`src/rtl/sorted_aabb_overlap_table_macros.svh`:
```
// Assertion shorthands used by the table RTL.
`ifndef SORTED_AABB_OVERLAP_TABLE_MACROS_SVH
`define SORTED_AABB_OVERLAP_TABLE_MACROS_SVH

// Property that must hold at every clock edge out of reset.
`define SABT_ASSERT_ALWAYS(label, clk, rst_n, expr, msg) \
    label: assert property (@(posedge clk) disable iff (!rst_n) (expr)) \
        else $error(msg);

// Same-cycle implication.
`define SABT_ASSERT_IMPLY(label, clk, rst_n, ante, cons, msg) \
    label: assert property (@(posedge clk) disable iff (!rst_n) (ante) |-> (cons)) \
        else $error(msg);

// Next-cycle implication.
`define SABT_ASSERT_NEXT(label, clk, rst_n, ante, cons, msg) \
    label: assert property (@(posedge clk) disable iff (!rst_n) (ante) |=> (cons)) \
        else $error(msg);

`endif

```
`src/rtl/sabt_pkg.sv`:
```
`timescale 1ns / 1ps
`default_nettype none

package sabt_pkg;

    localparam int COORD_W = 16;
    localparam int BODY_W  = 16;
    localparam int KIND_W  = 2;

    localparam logic [KIND_W-1:0] KIND_INSERTED = 2'd0;
    localparam logic [KIND_W-1:0] KIND_FULL     = 2'd1;
    localparam logic [KIND_W-1:0] KIND_HIT      = 2'd2;
    localparam logic [KIND_W-1:0] KIND_DONE     = 2'd3;

    localparam logic REQ_INSERT = 1'b0;
    localparam logic REQ_QUERY  = 1'b1;

    // One stored box.
    typedef struct packed {
        logic        [BODY_W-1:0]  body;
        logic signed [COORD_W-1:0] x_min;
        logic signed [COORD_W-1:0] x_max;
        logic signed [COORD_W-1:0] y_min;
        logic signed [COORD_W-1:0] y_max;
        logic signed [COORD_W-1:0] z_min;
        logic signed [COORD_W-1:0] z_max;
    } entry_t;

    typedef enum logic [1:0] {
        CELL_HOLD,
        CELL_INSERT,
        CELL_ROTATE
    } cell_op_t;

    // Broadcast from the sequencer to every cell.
    typedef struct packed {
        cell_op_t op;
        entry_t   new_entry;
    } cell_ctrl_t;

    typedef enum logic [1:0] {
        ST_IDLE,
        ST_INSERT,
        ST_SCAN,
        ST_DONE
    } state_t;

endpackage

`default_nettype wire

```
`src/rtl/sabt_cell.sv`:
```
`timescale 1ns / 1ps
`default_nettype none

// One table slot. Insert: shift up from the left neighbor or take the new box.
// Rotate: take the right neighbor's entry (the chain wraps around).
module sabt_cell
    import sabt_pkg::*;
#(
    parameter int IDX = 0,
    parameter int CW  = 6
)
(
    input  wire logic          clk,
    input  wire cell_ctrl_t    ctrl,
    input  wire logic [CW-1:0] count,
    input  wire entry_t        prev_entry,
    input  wire logic          prev_gt,
    input  wire entry_t        next_entry,
    output entry_t             entry,
    output logic               gt
);

    entry_t entry_reg;
    entry_t entry_next;
    logic   occupied;
    logic   at_end;

    assign occupied = count > CW'(IDX);
    assign at_end   = count == CW'(IDX);
    // Stored x minimum strictly above the new one: this slot moves up.
    assign gt = occupied && ($signed(entry_reg.x_min) > $signed(ctrl.new_entry.x_min));

    always_comb
    begin
        entry_next = entry_reg;
        case (ctrl.op)
            CELL_INSERT:
            begin
                if (prev_gt)
                begin
                    entry_next = prev_entry;
                end
                else if (gt || at_end)
                begin
                    entry_next = ctrl.new_entry;
                end
            end
            CELL_ROTATE:
            begin
                entry_next = next_entry;
            end
            default:
            begin
                entry_next = entry_reg;
            end
        endcase
    end

    always_ff @(posedge clk)
    begin
        entry_reg <= entry_next;
    end

    assign entry = entry_reg;

endmodule

`default_nettype wire

```
`config.mk`:
```
export PLATFORM = sky130hd
export DESIGN_NAME = sabt_cell
export DESIGN_NICKNAME = d
export VERILOG_FILES = /design/src/rtl/sorted_aabb_overlap_table_macros.svh /design/src/rtl/sabt_pkg.sv /design/src/rtl/sabt_cell.sv
export SDC_FILE = /design/constraint.sdc
export NUM_CORES = 1
export LEC_CHECK = 0
export BUFFER_PORTS_ARGS = -buffer_cell sky130_fd_sc_hd__buf_2
export CORE_AREA = 5 5 176 178
export CTS_CLUSTER_SIZE = 25
export DETAILED_ROUTE_END_ITERATION = 7
export DIE_AREA = 0 0 181 183
export PLACE_DENSITY = 0.44
export REMOVE_ABC_BUFFERS = 1
export SLEW_MARGIN = 20
export SYNTH_ARGS = -nofsm -noshare
export SYNTH_HDL_FRONTEND = slang
export SYNTH_SLANG_ARGS = --single-unit
```
`constraint.sdc`:
```
create_clock -name clk -period 10.35 [get_ports clk]
set_input_delay 1.035 -clock clk [delete_from_list [all_inputs] [get_ports clk]]
set_output_delay 1.035 -clock clk [all_outputs]
set_load 0.005 [all_outputs]
```
==> results of run 1 <==
-- routing by layer --
layer	track usage (%)	vias to the layer above	wire, microns
met2	24.3	239	12200
met4	2.37	0	195
met3	4.48	10	1830
met5	0	-	0
li1	-	2921	-
met1	15.0	2501	9020
-- worst max-delay path: stages --
cell     delay [ps]
buf_2           120
inv_1            50
ha_1            310
nand4_1         180
or3_1           390
a21o_1          200
a31oi_1         160
nor3_1           70
buf_2           130
-- path summary, 6_finish.rpt --
path	startpoint	to	slack (ps)	cells after the start
setup reg to reg	entry[95]	entry[56]	7220	7
setup / recovery	ctrl[91]	gt	6680	9
hold / removal	next_entry[110]	entry[110]	960	3
hold reg to reg	entry[95]	entry[93]	1480	5
-- through the flow --
step | power [mW] | instance area (sq um) | worst slack, ps | hold slack [ps]
CTS | 1.24 | 9150 | 6660 | 935
global placement | 0.865 | 8860 | 6470 | 1310
floorplan | 0.703 | 6010 | 712 | 1220
global route | 1.28 | 9160 | 6530 | 944
finish | 1.21 | 9160 | 6680 | 957
detailed placement | 0.867 | 8860 | 6390 | 1310
-- layout make-up --
class,count,area (sq um)
Timing Repair Buffer,463,2340
Fill cell,3128,20100
Clock inverter,6,68.8
Clock buffer,9,225
Multi-Input combinational cell,393,2600
Sequential cell,112,3360
Tap cell,390,488
Inverter,19,71.3
-- cells by family (layout without fill, tap and decap cells) --
logic type / count (synthesis) / after routing / share of synthesized area (%)
AND/OR/NAND/NOR: 132 / 132 / 8.73
AO/OA/AOI/OAI: 131 / 131 / 11.2
multiplexers: 112 / 112 / 18.2
flip-flops: 112 / 112 / 54.6
buffers and inverters: 57 / 497 / 3.65
adder cells (fa/ha/maj): 18 / 18 / 3.65
-- placed cells by master (no fill, tap or decap), types with 2 or more instances in the layout --
master and instances:
edfxtp_1 112, clkbuf_16 9, clkinv_4 3, inv_1 19, a21o_1 3, buf_4 4, a21oi_1 7, nand2b_1 2
mux2i_1 112, nand4_1 4, a31oi_1 2, o21ai_0 113, nor3_1 2, buf_2 457, nor2_1 2, buf_6 2
ha_1 17, nand2_1 114
-- power groups by stage --
| stage | combinational [mW] | sequential, mW | clock [mW] |
|---|---|---|---|
| 2_1_floorplan | 0.0930 | 0.610 | 0 |
| 3_3_place_gp | 0.273 | 0.592 | 0 |
| 3_5_place_dp | 0.273 | 0.594 | 0 |
| 4_1_cts | 0.273 | 0.584 | 0.379 |
| 5_1_grt | 0.296 | 0.588 | 0.397 |
| 6_report | 0.264 | 0.582 | 0.359 |
==> impl_metrics.py, run 1 <==
metrics = {
    "status": {
        "status": "finished clean",
    },
    "timing": {
        "slew_headroom_pct": 38.4,
        "finalCritPeriodShare_pct": 35.5,
        "final_hold_viol_count": 0,
        "setup_tns_ps": 0,
        "setup_violations": 0,
        "fmax_mhz": 272,
        "post-route-min-period_ps": 3670,
        "drv_slew": 0,
        "worst_slew_pin_slew_ps": 924,
        "rsz0062_at_grt": "false",
        "skew_ps": 10.4,
    },
    "clock_network": {
        "cts_resized": 0,
        "clockBufferDepth": 2,
        "cts_tree": "built",
        "clkSlewWorstSetupHoldPaths_ps": 80,
        "cts_made_buffers": 9,
        "cts_setup_buffers": 0,
        "cts_sinks": 112,
        "cts-root-buf": "clkbuf_16",
        "insertion_delay_ps": 350,
        "cts_hold_buf": 0,
        "htreeDepth": 3,
    },
    "pwr": {
        "p_sw_mw": 0.324,
        "p_clk_share_pct": 29.8,
        "leakage_nw": 4.35,
        "seq_power_share_pct": 48.3,
        "internal_power_mw": 0.881,
        "ir_worst_vdd_uv": 64.4,
        "combPwrFrac_pct": 21.9,
        "p_per_area_mw_per_mm2": 132,
        "swShare_pct": 26.9,
    },
    "cells_and_area": {
        "drive_above_1_share_pct": 47.8,
        "largest_reg_flops": 112,
        "fin_util_pct": 31.3,
        "antenna_cells": 0,
        "final_cells": 1392,
        "final_nets": 1362,
        "syn2layout_area_growth_pct": 48.6,
    },
    "global_routing": {
        "grt_first_pass_wirelength_microns": 33900,
        "grt_max_degree": 131,
        "grt_util_all_layers_pct": 13.2,
        "antenna_found_initial": 0,
        "gr-total-overflow": 0,
        "grt_pass1_vias": 5926,
    },
    "synth": {
        "synthFlopType": "edfxtp_1",
        "ys_seq_elements": 112,
        "synth_edf_count": 112,
        "syn_inst": 562,
        "synth.area.top_cells": "edfxtp_1 55%, mux2i_1 18%, o21ai_0 9.2%",
        "synth_cell_type_count": 30,
        "yosysWarningCount": 0,
        "yosysTopAreaCell": "edfxtp_1",
        "synth_top_cell_area_share_pct": 54.6,
        "synth_commonest_cells": "114 x nand2_1, 113 x o21ai_0, 112 x edfxtp_1, 112 x mux2i_1, 26 x clkbuf_1",
        "synth_most_common_cell": "nand2_1",
        "syn_avg_cell_area_sq_um": 11.0,
        "syn_area_sq_mm": 0.00616,
        "async_reset_ff_share_pct": 0,
        "ys_seq_area_share_pct": 54.6,
    },
    "placement": {
        "io_buffers": 458,
        "dp.cells": 1377,
        "place_hpwl_microns": 19100,
        "gp_congestion": 0.781,
    },
    "drt": {
        "drt-total-wl_microns": 23300,
        "antenna_left": 0,
        "wire_per_inst_microns": 16.7,
        "dr.first_iter.drc_count": 176,
        "firstDrtPassIters": 4,
        "via_per_inst": 4.07,
        "via_count": 5671,
        "drc_errors": 0,
    },
    "floorplan": {
        "dieHeight_microns": 183,
        "fp-row-count": 63,
        "io-pin-count": 459,
        "start_util_pct": 21.1,
        "fp.dieW_microns": 181,
        "core_area_sq_mm": 0.0292,
        "dieArea_sq_mm": 0.0331,
    },
    "flow_run": {
        "maxCapViolCount": 0,
    },
    "hold_path": {
        "hp-class": "input pin to flop",
    },
    "critical_path": {
        "path_class": "input pin to output port",
        "worstSetupStartpointType": "input pin",
        "cp.required_ps": 9320,
        "worstPathMaxFanout": 3,
        "endpoint_kind": "output port",
        "crit_arrival_ps": 2640,
    },
}
Power figures use the tool's default switching activity.
==> inputs of run 2 (changes only) <==
Settings changed: ABC_AREA set to 1, CORE_AREA 5 5 176 178 to 5 5 174 176, DIE_AREA 0 0 181 183 to 0 0 179 181, PLACE_DENSITY 0.44 to 0.46.
Clock period 10.35 ns to 3.1 ns, I/O delays scaled along.
==> impl_metrics.py, run 2 <==
metrics = {
    "critical_path": {
        "worstReg2RegEnd": "entry[43]",
        "cp.required_ps": 3120,
        "endpoint_kind": "flop",
        "critPathSlowestCell": "edfxtp_1",
        "slowest_delay_ps": 390,
        "r2r_cells": 9,
        "worstSetupStartpointType": "flop",
        "crit_chain": "ha_1 > a21oi_1 > o21ai_1 > a21oi_1 > nand2_1 > nand2_1 > nand3_2 > a21oi_4 > buf_12",
        "r2r_slack_ps": 800,
        "path_class": "flop to flop",
        "worstPathMaxFanout": 56,
        "startpoint": "entry[95]",
        "crit_arrival_ps": 2320,
        "r2r-start": "entry[95]",
    },
    "timing": {
        "setup_tns_ps": 0,
        "final_hold_viol_count": 0,
        "rsz0062_at_grt": "false",
        "worst_slew_pin_slew_ps": 592,
        "drv_slew": 0,
        "fmax_mhz": 435,
        "post-route-min-period_ps": 2300,
        "skew_ps": 15.1,
        "slew_headroom_pct": 60.5,
        "setup_violations": 0,
        "finalCritPeriodShare_pct": 74.2,
    },
    "drt": {
        "met3_length_microns": 2600,
        "wl_met1_microns": 9770,
        "route.met2.wl_microns": 12900,
        "dr.first_iter.drc_count": 188,
        "highest_layer": "met4",
        "antenna_left": 0,
        "via_count": 6589,
        "drt-total-wl_microns": 25700,
        "via_per_inst": 4.34,
        "drc_errors": 0,
        "wire_per_inst_microns": 16.9,
        "firstDrtPassIters": 4,
    },
    "cells_and_area": {
        "antenna_cells": 0,
        "final_common_cell": "buf_2",
        "layout_common_cells": "457 x buf_2, 230 x a21oi_1, 130 x nand2_1, 120 x nor2_1, 112 x edfxtp_1",
        "multi_input_area_sq_mm": 0.00242,
        "drive_above_1_share_pct": 43.4,
        "largest_reg_flops": 112,
        "final_nets": 1493,
        "syn2layout_area_growth_pct": 48.6,
        "fill_cells": 3084,
        "final_cells": 1518,
        "seqCellArea_sq_mm": 0.00336,
    },
    "synth": {
        "synth_top_cell_area_share_pct": 54.9,
        "synth_cell_type_count": 22,
        "async_reset_ff_share_pct": 0,
        "yosysTopAreaCell": "edfxtp_1",
        "ys_seq_elements": 112,
        "syn_area_sq_mm": 0.00612,
        "syn_avg_cell_area_sq_um": 8.77,
        "ys_seq_area_share_pct": 54.9,
        "synth_most_common_cell": "a21oi_1",
        "synth_commonest_cells": "230 x a21oi_1, 130 x nand2_1, 120 x nor2_1",
        "synth.area.top_cells": "edfxtp_1 55%, a21oi_1 19%, nand2_1 8.0%",
        "syn_inst": 698,
        "yosysWarningCount": 0,
        "synthFlopType": "edfxtp_1",
        "synth_edf_count": 112,
    },
    "flow_run": {
        "maxCapViolCount": 0,
    },
    "hold_path": {
        "holdPathEnd": "entry[39]",
        "worstHoldStart": "next_entry[39]",
        "hp-class": "input pin to flop",
        "hold-path-cell-count": 3,
    },
    "placement": {
        "io_buffers": 458,
        "dp.cells": 1502,
        "gp_congestion": 0.819,
        "place_hpwl_microns": 19700,
    },
    "floorplan": {
        "fp-row-count": 62,
        "start_util_pct": 21.5,
        "io-pin-count": 459,
        "core_area_sq_mm": 0.0285,
        "dieHeight_microns": 181,
        "fp.dieW_microns": 179,
        "dieArea_sq_mm": 0.0324,
    },
    "clock_network": {
        "cts_resized": 0,
        "cts_made_buffers": 9,
        "cts_sinks": 112,
        "cts_tree": "built",
        "clockBufferDepth": 2,
        "cts_hold_buf": 0,
        "clkSlewWorstSetupHoldPaths_ps": 80,
        "htreeDepth": 3,
        "insertion_delay_ps": 350,
        "cts_setup_buffers": 0,
        "cts-root-buf": "clkbuf_16",
    },
    "pwr": {
        "p_per_area_mw_per_mm2": 441,
        "ir_worst_vdd_uv": 143,
        "leakage_nw": 4.28,
    },
    "global_routing": {
        "grt_util_all_layers_pct": 14.5,
        "grt_pass1_vias": 6498,
        "grt_max_degree": 113,
        "antenna_found_initial": 1,
        "gr-total-overflow": 0,
        "grt_first_pass_wirelength_microns": 36300,
    },
    "status": {
        "status": "finished clean",
    },
}
## run 2: metal layers
metal	vias up	global-route usage [%]
met2	297	25.9
met3	21	5.25
met1	3004	16.2
li1	3267	-
met4	0	3.78
met5	-	0
## run 2: stage by stage
stage	area, sq um	utilization [%]	hold WS [ps]	worst slack [ps]	power (mW)
finish	9090	31.9	283	801	4.01
CTS	9090	31.9	257	780	4.09
global route	9090	31.9	264	642	4.25
detailed placement	8820	31.0	635	743	2.96
global placement	8820	31.0	630	750	2.95
floorplan	5860	-	540	-1880	2.37
## run 2: how the worst max path moves through the flow
stage,end,cells after the start
floorplan,entry[0],8
global placement,entry[51],15
detailed placement,entry[1],11
CTS,entry[21],8
global route,entry[43],8
finish,entry[43],9
## run 2: cells by family (layout without fill, tap and decap cells)
logic type / Yosys count / after routing / synth area share, %
compound gates: 233 / 233 / 19.2
fa+ha+maj: 18 / 18 / 3.68
buf+inv: 76 / 512 / 5.91
flops: 112 / 112 / 54.9
simple gates: 259 / 259 / 16.3
## run 2: layout make-up
class / count / share of cell area (%)
sequential: 112 / 37.0
timing repair buffer: 470 / 27.1
multi-input combinational: 510 / 26.6
tap: 384 / 5.28
clock buffer: 10 / 2.52
inverter: 26 / 1.13
clock inverter: 6 / 0.468
## run 2: power breakdown
| group | total (mW) | switching, mW | internal, mW |
|---|---|---|---|
| logic | 0.966 | 0.538 | 0.429 |
| clock network | 1.11 | 0.556 | 0.551 |
| registers | 1.94 | 0.0430 | 1.89 |
| total | 4.01 | 1.14 | 2.87 |
## run 2: critical path, delay by kind of cell (launching register included)
family | cells | cell delay (ps)
adder cells (fa/ha/maj) | 1 | 340
AND/OR/NAND/NOR | 3 | 230
flip-flops | 1 | 390
AO/OA/AOI/OAI | 4 | 640
buffers and inverters | 1 | 300
